==> config.mk <==
export PLATFORM = sky130hd
export DESIGN_NAME = x86_16_instruction_decoder_core_flat
export DESIGN_NICKNAME = d
export VERILOG_FILES = /design/src/rtl/x86d_pkg.sv /design/src/rtl/x86d_ifs.sv /design/src/rtl/x86_16_instruction_decoder_core.sv /design/src/flat_wrapper.sv
export SDC_FILE = /design/constraint.sdc
export NUM_CORES = 1
export LEC_CHECK = 0
export ABC_CLOCK_PERIOD_IN_PS = 5600
export BUFFER_PORTS_ARGS = -buffer_cell sky130_fd_sc_hd__buf_4
export CORE_UTILIZATION = 35
export DETAILED_ROUTE_END_ITERATION = 8
export GPL_ROUTABILITY_DRIVEN = 0
export PLACE_DENSITY = 0.52
export SETUP_SLACK_MARGIN = 0.15
export SLEW_MARGIN = 30
export SYNTH_ARGS = -nofsm -noshare
export SYNTH_HDL_FRONTEND = slang
export SYNTH_SLANG_ARGS = --single-unit
==> constraint.sdc <==
create_clock -name clk -period 5.6 [get_ports clk]
set_input_delay 0.84 -clock clk [delete_from_list [all_inputs] [get_ports clk]]
set_output_delay 0.84 -clock clk [all_outputs]
set_load 0.1 [all_outputs]
==> src/rtl/x86d_pkg.sv <==
package x86d_pkg;

  localparam logic [5:0] MOV_RM_PREFIX   = 6'b100010;
  localparam logic [3:0] MOV_IMM_REG_PFX = 4'b1011;
  localparam logic [6:0] MOV_IMM_RM_PFX  = 7'b1100011;
  localparam logic [5:0] ALU_IMM_RM_PFX  = 6'b100000;
  localparam logic [3:0] JCC_PREFIX      = 4'b0111;
  localparam logic [3:0] LOOP_PREFIX     = 4'b1110;

  localparam int unsigned REG_COUNT = 8;
  localparam int unsigned REG_AW    = $clog2(REG_COUNT);

  typedef enum logic [3:0] {
    CLS_MOV_RM      = 4'd0,
    CLS_MOV_IMM_REG = 4'd1,
    CLS_MOV_IMM_RM  = 4'd2,
    CLS_ALU_RM      = 4'd3,
    CLS_ALU_IMM_ACC = 4'd4,
    CLS_ALU_IMM_RM  = 4'd5,
    CLS_JCC         = 4'd6,
    CLS_LOOP        = 4'd7,
    CLS_ERROR       = 4'd8
  } instr_class_t;

  typedef enum logic [3:0] {
    ALU_ADD   = 4'd0,
    ALU_SUB   = 4'd1,
    ALU_CMP   = 4'd2,
    ALU_OTHER = 4'd3
  } alu_sel_t;

  localparam logic [2:0] ALU_FIELD_ADD = 3'd0;
  localparam logic [2:0] ALU_FIELD_SUB = 3'd5;
  localparam logic [2:0] ALU_FIELD_CMP = 3'd7;

  localparam logic [1:0] MOD_MEM_NODISP = 2'd0;
  localparam logic [1:0] MOD_DISP8      = 2'd1;
  localparam logic [1:0] MOD_DISP16     = 2'd2;
  localparam logic [1:0] MOD_REGISTER   = 2'd3;
  localparam logic [2:0] RM_DIRECT      = 3'd6;

  typedef enum logic [2:0] {
    PH_OPCODE  = 3'd0,
    PH_MODRM   = 3'd1,
    PH_DISP_LO = 3'd2,
    PH_DISP_HI = 3'd3,
    PH_IMM_LO  = 3'd4,
    PH_IMM_HI  = 3'd5,
    PH_DONE    = 3'd6
  } phase_t;

  typedef struct packed {
    logic [7:0] code_byte;
    logic       last_byte;
  } in_item_t;

  typedef struct packed {
    logic [3:0]         instr_class;
    logic [3:0]         op_select;
    logic               dir_bit;
    logic               wide_bit;
    logic [1:0]         mode_field;
    logic [2:0]         reg_field;
    logic [2:0]         rm_field;
    logic signed [15:0] displacement;
    logic [15:0]        immediate;
    logic [2:0]         instr_length;
    logic               reg_written;
    logic [15:0]        written_value;
  } out_item_t;

  typedef struct packed {
    logic              wr;
    logic              wide;
    logic [2:0]        dst_r;
    logic [REG_AW-1:0] dst_word;
    logic              src_is_reg;
    logic [2:0]        src_r;
    logic [REG_AW-1:0] src_word;
  } exec_req_t;

  function automatic instr_class_t class_of(logic [7:0] op);
    instr_class_t c;
    if (op[7:2] == MOV_RM_PREFIX) c = CLS_MOV_RM;
    else if (op[7:4] == MOV_IMM_REG_PFX) c = CLS_MOV_IMM_REG;
    else if (op[7:1] == MOV_IMM_RM_PFX) c = CLS_MOV_IMM_RM;
    else if (op[7:6] == 2'b00) c = op[2] ? CLS_ALU_IMM_ACC : CLS_ALU_RM;
    else if (op[7:2] == ALU_IMM_RM_PFX) c = CLS_ALU_IMM_RM;
    else if (op[7:4] == JCC_PREFIX) c = CLS_JCC;
    else if (op[7:4] == LOOP_PREFIX && op[3:2] == 2'b00) c = CLS_LOOP;
    else c = CLS_ERROR;
    return c;
  endfunction

  function automatic logic has_modrm(instr_class_t c);
    return c == CLS_MOV_RM || c == CLS_MOV_IMM_RM || c == CLS_ALU_RM ||
           c == CLS_ALU_IMM_RM;
  endfunction

  function automatic logic [1:0] disp_len(instr_class_t c, logic [7:0] m);
    logic [1:0] n;
    n = 2'd0;
    if (c == CLS_JCC || c == CLS_LOOP) n = 2'd1;
    else if (has_modrm(c)) begin
      if (m[7:6] == MOD_DISP8) n = 2'd1;
      else if (m[7:6] == MOD_DISP16) n = 2'd2;
      else if (m[7:6] == MOD_MEM_NODISP && m[2:0] == RM_DIRECT) n = 2'd2;
    end
    return n;
  endfunction

  function automatic logic [1:0] imm_len(instr_class_t c, logic [7:0] op);
    logic [1:0] n;
    n = 2'd0;
    if (c == CLS_MOV_IMM_REG) n = op[3] ? 2'd2 : 2'd1;
    else if (c == CLS_MOV_IMM_RM || c == CLS_ALU_IMM_ACC) n = op[0] ? 2'd2 : 2'd1;
    else if (c == CLS_ALU_IMM_RM) n = (op[1:0] == 2'b01) ? 2'd2 : 2'd1;
    return n;
  endfunction

  function automatic phase_t next_phase(phase_t p, logic [7:0] op, logic [7:0] m);
    instr_class_t c;
    logic [1:0]   dl;
    logic [1:0]   il;
    phase_t       np;
    c  = class_of(op);
    dl = disp_len(c, m);
    il = imm_len(c, op);
    if (p < PH_MODRM && has_modrm(c)) np = PH_MODRM;
    else if (p < PH_DISP_LO && dl >= 2'd1) np = PH_DISP_LO;
    else if (p < PH_DISP_HI && dl == 2'd2) np = PH_DISP_HI;
    else if (p < PH_IMM_LO && il >= 2'd1) np = PH_IMM_LO;
    else if (p < PH_IMM_HI && il == 2'd2) np = PH_IMM_HI;
    else np = PH_DONE;
    return np;
  endfunction

  function automatic alu_sel_t alu_code(logic [2:0] x);
    alu_sel_t s;
    case (x)
      ALU_FIELD_ADD: s = ALU_ADD;
      ALU_FIELD_SUB: s = ALU_SUB;
      ALU_FIELD_CMP: s = ALU_CMP;
      default: s = ALU_OTHER;
    endcase
    return s;
  endfunction

endpackage

==> src/rtl/x86d_ifs.sv <==
interface x86d_in_if;
  logic               valid;
  logic               ready;
  x86d_pkg::in_item_t item;
  modport source (output valid, output item, input ready);
  modport sink (input valid, input item, output ready);
endinterface

interface x86d_out_if;
  logic                valid;
  logic                ready;
  x86d_pkg::out_item_t item;
  modport source (output valid, output item, input ready);
  modport sink (input valid, input item, output ready);
endinterface

==> src/rtl/x86_16_instruction_decoder_core.sv <==
// Byte-serial decoder for a subset of 8086 code (mov, add/sub/cmp, jcc, loop/jcxz).
// One code byte is accepted per clock while the result side keeps up; the
// decoded instruction passes from its final byte into the register-file read
// stage (the file is a synchronous memory with two read ports and one write
// port) and then into the output register. With
// exec_enable set, mov to a register is written back to the file as the
// result leaves the read stage, and a read in the same cycle sees that write.
// Unknown opcodes give an error of length 1 at once; last_byte on a byte that
// does not finish an instruction gives an error of the length taken so far.
module x86_16_instruction_decoder_core (
  input  logic        clk,
  input  logic        rst,
  input  logic        cfg_write,
  input  logic        cfg_data,
  x86d_in_if.sink     code,
  x86d_out_if.source  decoded
);

  logic exec_enable;

  x86d_pkg::phase_t phase;
  x86d_pkg::phase_t phase_next;
  logic [7:0]  first_byte;
  logic [7:0]  first_byte_next;
  logic [7:0]  modrm_byte;
  logic [7:0]  modrm_byte_next;
  logic [15:0] disp_accum;
  logic [15:0] disp_accum_next;
  logic [15:0] imm_accum;
  logic [15:0] imm_accum_next;
  logic [2:0]  bytes_taken;
  logic [2:0]  bytes_taken_next;

  logic             acc;
  logic             done;
  logic             fail;
  x86d_pkg::phase_t np;

  x86d_pkg::out_item_t res_item;
  x86d_pkg::exec_req_t res_req;

  logic                a_valid;
  x86d_pkg::out_item_t a_item;
  x86d_pkg::exec_req_t a_req;
  logic                a_adv;
  logic                a_free;
  logic                load_a;
  x86d_pkg::out_item_t a_out;

  logic                o_valid;
  x86d_pkg::out_item_t o_item;

  logic [15:0] regs [x86d_pkg::REG_COUNT];
  logic [x86d_pkg::REG_COUNT-1:0] reg_valid;
  logic [15:0] rdata0;
  logic [15:0] rdata1;
  logic        rok0;
  logic        rok1;
  logic        we;
  logic [x86d_pkg::REG_AW-1:0] waddr;
  logic [15:0] wdata;
  logic [15:0] dst_word;
  logic [15:0] src_word;
  logic [7:0]  src_byte;
  logic [15:0] src_val;

  always_ff @(posedge clk) begin
    if (rst) begin
      exec_enable <= 1'b0;
    end else if (cfg_write) begin
      exec_enable <= cfg_data;
    end
  end

  assign a_adv   = a_valid && (!o_valid || decoded.ready);
  assign a_free  = !a_valid || a_adv;
  assign code.ready = a_free;
  assign acc     = code.valid && a_free;
  assign load_a  = acc && (done || fail);

  always_comb begin
    first_byte_next  = first_byte;
    modrm_byte_next  = modrm_byte;
    disp_accum_next  = disp_accum;
    imm_accum_next   = imm_accum;
    bytes_taken_next = bytes_taken;
    np               = x86d_pkg::PH_OPCODE;
    done             = 1'b0;
    fail             = 1'b0;
    if (phase == x86d_pkg::PH_OPCODE || phase > x86d_pkg::PH_IMM_HI) begin
      first_byte_next  = code.item.code_byte;
      modrm_byte_next  = 8'd0;
      disp_accum_next  = 16'd0;
      imm_accum_next   = 16'd0;
      bytes_taken_next = 3'd1;
    end else begin
      bytes_taken_next = bytes_taken + 3'd1;
      case (phase)
        x86d_pkg::PH_MODRM:   modrm_byte_next = code.item.code_byte;
        x86d_pkg::PH_DISP_LO: disp_accum_next = {8'd0, code.item.code_byte};
        x86d_pkg::PH_DISP_HI: disp_accum_next = {code.item.code_byte, disp_accum[7:0]};
        x86d_pkg::PH_IMM_LO:  imm_accum_next  = {8'd0, code.item.code_byte};
        default:              imm_accum_next  = {code.item.code_byte, imm_accum[7:0]};
      endcase
    end
    if ((phase == x86d_pkg::PH_OPCODE || phase > x86d_pkg::PH_IMM_HI) &&
        x86d_pkg::class_of(code.item.code_byte) == x86d_pkg::CLS_ERROR) begin
      fail = 1'b1;
    end else begin
      np = x86d_pkg::next_phase(
        (phase > x86d_pkg::PH_IMM_HI) ? x86d_pkg::PH_OPCODE : phase,
        first_byte_next, modrm_byte_next);
      if (np == x86d_pkg::PH_DONE) begin
        done = 1'b1;
      end else if (code.item.last_byte) begin
        fail = 1'b1;
      end
    end
    phase_next = (done || fail) ? x86d_pkg::PH_OPCODE : np;
  end

  always_comb begin
    x86d_pkg::instr_class_t c;
    logic [1:0] dl;
    logic [7:0] op;
    logic [7:0] m;
    op = first_byte_next;
    m  = modrm_byte_next;
    c  = x86d_pkg::class_of(op);
    dl = x86d_pkg::disp_len(c, m);
    res_item = '0;
    res_req  = '0;
    res_item.instr_length = bytes_taken_next;
    if (!done) begin
      res_item.instr_class = x86d_pkg::CLS_ERROR;
    end else begin
      res_item.instr_class = c;
      if (c == x86d_pkg::CLS_ALU_RM || c == x86d_pkg::CLS_ALU_IMM_ACC) begin
        res_item.op_select = x86d_pkg::alu_code(op[5:3]);
      end else if (c == x86d_pkg::CLS_ALU_IMM_RM) begin
        res_item.op_select = x86d_pkg::alu_code(m[5:3]);
      end else if (c == x86d_pkg::CLS_JCC || c == x86d_pkg::CLS_LOOP) begin
        res_item.op_select = op[3:0];
      end
      if (c == x86d_pkg::CLS_MOV_RM || c == x86d_pkg::CLS_ALU_RM) begin
        res_item.dir_bit = op[1];
      end
      if (c == x86d_pkg::CLS_MOV_IMM_REG) begin
        res_item.wide_bit = op[3];
      end else if (c <= x86d_pkg::CLS_ALU_IMM_RM) begin
        res_item.wide_bit = op[0];
      end
      if (x86d_pkg::has_modrm(c)) begin
        res_item.mode_field = m[7:6];
        res_item.reg_field  = m[5:3];
        res_item.rm_field   = m[2:0];
      end else if (c == x86d_pkg::CLS_MOV_IMM_REG) begin
        res_item.reg_field = op[2:0];
      end
      if (dl == 2'd1) begin
        res_item.displacement = {{8{disp_accum_next[7]}}, disp_accum_next[7:0]};
      end else if (dl == 2'd2) begin
        res_item.displacement = disp_accum_next;
      end
      res_item.immediate = imm_accum_next;
      if (c == x86d_pkg::CLS_ALU_IMM_RM && op[1:0] == 2'b11 && imm_accum_next[7]) begin
        res_item.immediate = {8'hFF, imm_accum_next[7:0]};
      end
      res_req.wide = res_item.wide_bit;
      if (c == x86d_pkg::CLS_MOV_IMM_REG) begin
        res_req.wr    = exec_enable;
        res_req.dst_r = op[2:0];
      end else if (c == x86d_pkg::CLS_MOV_IMM_RM && m[7:6] == x86d_pkg::MOD_REGISTER) begin
        res_req.wr    = exec_enable;
        res_req.dst_r = m[2:0];
      end else if (c == x86d_pkg::CLS_MOV_RM && m[7:6] == x86d_pkg::MOD_REGISTER) begin
        res_req.wr         = exec_enable;
        res_req.src_is_reg = 1'b1;
        res_req.dst_r      = op[1] ? m[5:3] : m[2:0];
        res_req.src_r      = op[1] ? m[2:0] : m[5:3];
      end
    end
    res_req.dst_word = res_req.wide ? res_req.dst_r[x86d_pkg::REG_AW-1:0]
                                    : {1'b0, res_req.dst_r[1:0]};
    res_req.src_word = res_req.wide ? res_req.src_r[x86d_pkg::REG_AW-1:0]
                                    : {1'b0, res_req.src_r[1:0]};
  end

  always_ff @(posedge clk) begin
    if (rst) begin
      phase       <= x86d_pkg::PH_OPCODE;
      first_byte  <= 8'd0;
      modrm_byte  <= 8'd0;
      disp_accum  <= 16'd0;
      imm_accum   <= 16'd0;
      bytes_taken <= 3'd0;
    end else if (acc) begin
      phase       <= phase_next;
      first_byte  <= first_byte_next;
      modrm_byte  <= modrm_byte_next;
      disp_accum  <= disp_accum_next;
      imm_accum   <= imm_accum_next;
      bytes_taken <= bytes_taken_next;
    end
  end

  always_ff @(posedge clk) begin
    if (rst) begin
      a_valid <= 1'b0;
    end else if (a_free) begin
      a_valid <= load_a;
    end
  end

  always_ff @(posedge clk) begin
    if (load_a) begin
      a_item <= res_item;
      a_req  <= res_req;
    end
  end

  assign dst_word = rok0 ? rdata0 : 16'd0;
  assign src_word = rok1 ? rdata1 : 16'd0;
  assign src_byte = a_req.src_r[2] ? src_word[15:8] : src_word[7:0];

  always_comb begin
    if (!a_req.src_is_reg) begin
      src_val = a_item.immediate;
    end else if (a_req.wide) begin
      src_val = src_word;
    end else begin
      src_val = {8'd0, src_byte};
    end
    if (a_req.wide) begin
      wdata = src_val;
    end else if (a_req.dst_r[2]) begin
      wdata = {src_val[7:0], dst_word[7:0]};
    end else begin
      wdata = {dst_word[15:8], src_val[7:0]};
    end
  end

  assign we    = a_adv && a_req.wr;
  assign waddr = a_req.dst_word;

  always_ff @(posedge clk) begin
    if (we) begin
      regs[waddr] <= wdata;
    end
    if (load_a) begin
      rdata0 <= (we && waddr == res_req.dst_word) ? wdata : regs[res_req.dst_word];
      rdata1 <= (we && waddr == res_req.src_word) ? wdata : regs[res_req.src_word];
      rok0   <= (we && waddr == res_req.dst_word) || reg_valid[res_req.dst_word];
      rok1   <= (we && waddr == res_req.src_word) || reg_valid[res_req.src_word];
    end
  end

  always_ff @(posedge clk) begin
    if (rst) begin
      reg_valid <= '0;
    end else if (we) begin
      reg_valid[waddr] <= 1'b1;
    end
  end

  always_ff @(posedge clk) begin
    if (rst) begin
      o_valid <= 1'b0;
    end else if (a_adv) begin
      o_valid <= 1'b1;
    end else if (decoded.ready) begin
      o_valid <= 1'b0;
    end
  end

  always_comb begin
    a_out               = a_item;
    a_out.reg_written   = a_req.wr;
    a_out.written_value = a_req.wr ? wdata : 16'd0;
  end

  always_ff @(posedge clk) begin
    if (a_adv) begin
      o_item <= a_out;
    end
  end

  assign decoded.valid = o_valid;
  assign decoded.item  = o_item;

endmodule

==> src/flat_wrapper.sv <==
// flat-port wrapper written by rule: the top's interface ports become plain ports
module x86_16_instruction_decoder_core_flat 
  (clk, rst, cfg_write, cfg_data, code_valid, code_item, code_ready, decoded_valid, decoded_item, decoded_ready);
  x86d_in_if code_i ();
  x86d_out_if decoded_i ();
  input  logic clk;
  input  logic rst;
  input  logic cfg_write;
  input  logic cfg_data;
  input wire logic [$bits(code_i.valid)-1:0] code_valid;
  input wire logic [$bits(code_i.item)-1:0] code_item;
  output wire logic [$bits(code_i.ready)-1:0] code_ready;
  output wire logic [$bits(decoded_i.valid)-1:0] decoded_valid;
  output wire logic [$bits(decoded_i.item)-1:0] decoded_item;
  input wire logic [$bits(decoded_i.ready)-1:0] decoded_ready;
  assign code_i.valid = code_valid;
  assign code_i.item = code_item;
  assign code_ready = code_i.ready;
  assign decoded_valid = decoded_i.valid;
  assign decoded_item = decoded_i.item;
  assign decoded_i.ready = decoded_ready;
  x86_16_instruction_decoder_core u_core (.clk(clk), .rst(rst), .cfg_write(cfg_write), .cfg_data(cfg_data), .code(code_i), .decoded(decoded_i));
endmodule
==> flow_metrics.py <==
metrics = {
    "grt": {
        "grt_pass1_vias": 12200,
        "grt_use_total_pct": 20.5,
        "grt_pass1_wl_mm": 76.6,
        "grt_overflow_total": 0,
        "antenna_found_initial": 1,
        "grt_max_degree": 69,
    },
    "place": {
        "placed_cells": 2220,
        "place.detailed.hpwl_mm": 32.4,
        "io_buffers": 86,
    },
    "pwr": {
        "finalPower_mw": 6.52,
        "leakage_nw": 6.76,
        "ir_worst_vdd_v": 0.000179,
        "power.density_mw_per_mm2": 333,
    },
    "sta": {
        "slew_headroom_pct": 37.6,
        "max_slew.worst_pin.slew_ns": 0.936,
        "rsz0062_at_grt": "no",
        "hold_viol": 0,
        "fin_crit_ns": 5.03,
        "setup_viol": 0,
        "fmax_ghz": 0.199,
        "setup_tns_ns": 0,
        "final.period_utilization_pct": 89.7,
        "maxSlewViolCount": 0,
        "fin_skew_ns": 0.0317,
    },
    "die": {
        "core_mm2": 0.0476,
        "io_pins": 87,
        "rows": 80,
        "die_area_mm2": 0.0490,
        "die_x_um": 221,
        "start_util_pct": 35.3,
        "die_h_um": 221,
    },
    "critical_path": {
        "crit_arrival_ns": 5.30,
        "crit_required_ns": 5.88,
        "worst_setup_path_end_kind": "flip-flop",
        "startpoint_type": "flip-flop",
        "crit_type": "flip-flop to flip-flop",
        "crit_path_max_fanout": 32,
    },
    "route": {
        "drcViolationCount": 0,
        "via_count": 13100,
        "drtPass1Iterations": 5,
        "viasPerCell": 5.70,
        "wl_per_cell_um": 22.2,
        "drt_iter0_drc": 1523,
        "drtAntennaViolNets": 0,
        "routed_wirelength_mm": 50.8,
    },
    "finish": {
        "n_antenna_cell": 0,
        "finish.utilization_pct": 41.1,
        "layoutNonFillerInstCount": 2293,
        "drive_gt1_share_pct": 14.8,
        "area_growth_pct": 16.3,
        "layout.nets": 1663,
    },
    "synthesis": {
        "syn_inst": 1597,
        "seq_area_frac_synth_pct": 60.0,
        "synth_seq_cells": 358,
        "synthArstFlopShare_pct": 0,
        "yosys_warnings": 0,
        "synth_edf_count": 293,
        "synth_area_mm2": 0.0168,
        "syn-num-nets": 1613,
        "syn_avg_cell_area_um2": 10.5,
        "ys.flop_type": "edfxtp_1",
        "synth.distinct_cells": 82,
    },
    "job": {
        "drv_cap": 0,
    },
    "worst_hold_path": {
        "hp-class": "flip-flop to flip-flop",
    },
    "clock_network": {
        "path_clk_slew_ns": 0.06,
        "cts_resized": 0,
        "cts_hold_buf": 0,
        "cts.sinks": 358,
        "root_buffer": "clkbuf_16",
        "tritoncts": "built",
        "postCtsSetupRepairBufs": 0,
        "htree_num_levels": 2,
        "clock_latency_ns": 0.57,
        "cts_buffer_depth": 3,
        "cts_made_buffers": 40,
    },
    "run_status": {
        "status": "finished clean",
    },
}
stage by stage:
step	worst slack [ns]	hold WS [ns]	instance area, um2
2_1_floorplan	0.421	0.400	16800
4_1_cts	0.488	0.417	19600
6_report	0.575	0.417	19600
3_3_place_gp	0.499	0.404	18100
5_1_grt	0.318	0.420	19600
3_5_place_dp	0.529	0.405	18200
critical path, cell delays in order (launching register included):
cell and delay [ns]:
dfxtp_1 0.30, buf_4 0.17, or3_4 0.46, nand2_1 0.50
buf_4 0.25, a221o_1 0.21, or4_1 0.29, o221a_1 0.82
nand3_2 0.81, a21oi_1 0.39, a311oi_1 0.09, o21ai_0 0.26
a41oi_2 0.14
cells by family after synthesis:
logic type	count (synthesis)	synth area share, %
DFF	358	60.0
AOI/OAI and AO/OA	396	16.2
adders and majority gates	1	0.0743
muxes	47	2.87
buffers and inverters	158	3.87
and+or+nand+nor	630	16.7
xor gates and xnor gates	7	0.364
cell type report:
cell class	count	area, um2
clock inverters	26	323
repair buffers	126	973
fillers	4540	28100
flip-flops and latches	358	10100
multi-input cells	1081	6190
well taps	615	769
inverters	40	155
clock buffers	47	1080
state kept, by name (all words and copies together) (netlist names), 3 cells and up:
| register | flops |
|---|---|
| u_core.imm_accum | 16 |
| u_core.reg_valid | 8 |
| u_core.bytes_taken | 3 |
| u_core.first_byte | 8 |
| u_core.modrm_byte | 8 |
| u_core.regs | 128 |
| u_core.rdata1 | 16 |
| u_core.phase | 3 |
| u_core.waddr | 3 |
| u_core.decoded.item | 70 |
| u_core.a_item | 53 |
| u_core.a_req | 4 |
| u_core.disp_accum | 16 |
| u_core.rdata0 | 16 |
layout by cell type (no fill, tap or decap), types with 8 or more instances in the layout:
cell type    n
nor2b_1     13
a221oi_1    10
a31oi_1     22
o21ai_1     11
and3_1      23
buf_4      123
edfxtp_1   293
a311oi_1    46
nand2_1    319
dfxtp_1     65
a22o_1      11
a21oi_1    108
nor3_1      10
nor2_1     131
nand3_1     54
o21ai_0     48
clkbuf_16   42
a22oi_1     49
inv_1       38
mux2i_1     37
nand2b_1     8
mux2_2      10
a211oi_1    25
o22ai_1     12
and2_1      23
synth_stat cells, types with 5 or more instances:
| master | n | area [um2] |
|---|---|---|
| dfxtp_1 | 65 | 1300 |
| inv_1 | 39 | 146 |
| nand2_1 | 319 | 1200 |
| nor4_1 | 5 | 31.3 |
| edfxtp_1 | 293 | 8800 |
| xnor2_1 | 7 | 61.3 |
| and3_1 | 23 | 144 |
| a22oi_1 | 49 | 368 |
| and2_1 | 25 | 156 |
| nor2b_1 | 15 | 93.8 |
| a221oi_1 | 10 | 87.6 |
| nand4_1 | 5 | 31.3 |
| a21oi_1 | 109 | 546 |
| a211oi_1 | 27 | 203 |
| mux2_2 | 10 | 113 |
| mux2i_1 | 37 | 370 |
| o21ai_0 | 53 | 265 |
| o21ai_1 | 6 | 30.0 |
| nor2_1 | 133 | 499 |
| a31oi_1 | 22 | 138 |
| a311oi_1 | 46 | 403 |
| nand3_1 | 54 | 270 |
| buf_2 | 23 | 115 |
| nand2b_1 | 8 | 50.1 |
| a31o_2 | 7 | 61.3 |
| o22ai_1 | 12 | 75.1 |
| buf_1 | 8 | 30.0 |
| a22o_1 | 11 | 96.3 |
| clkbuf_1 | 82 | 308 |
| nor3_1 | 14 | 70.1 |
metal layers:
metal,vias to the layer above,wire length (um),GRT usage [%]
met5,-,0,0
met4,0,1330,7.02
met3,99,3380,3.21
met2,554,23900,33.2
met1,6434,22200,27.9
li1,5988,-,-
final timing paths:
| kind | startpoint | to | depth (start not counted) | slack [ns] |
|---|---|---|---|---|
| max | u_core.phase[1] | u_core.rdata0[10] | 12 | 0.57 |
| min | u_core.a_item[64] | u_core.decoded.item[64] | 0 | 0.42 |
| max reg2reg | u_core.phase[1] | u_core.rdata0[10] | 12 | 0.57 |
| min reg2reg | u_core.a_item[64] | u_core.decoded.item[64] | 0 | 0.42 |
where the power goes:
group	internal [mW]	switching (mW)
Combinational	0.137	0.510
Sequential	3.00	0.0562
Clock	1.71	1.10
Total	4.85	1.67
Power figures use the tool's default switching activity.
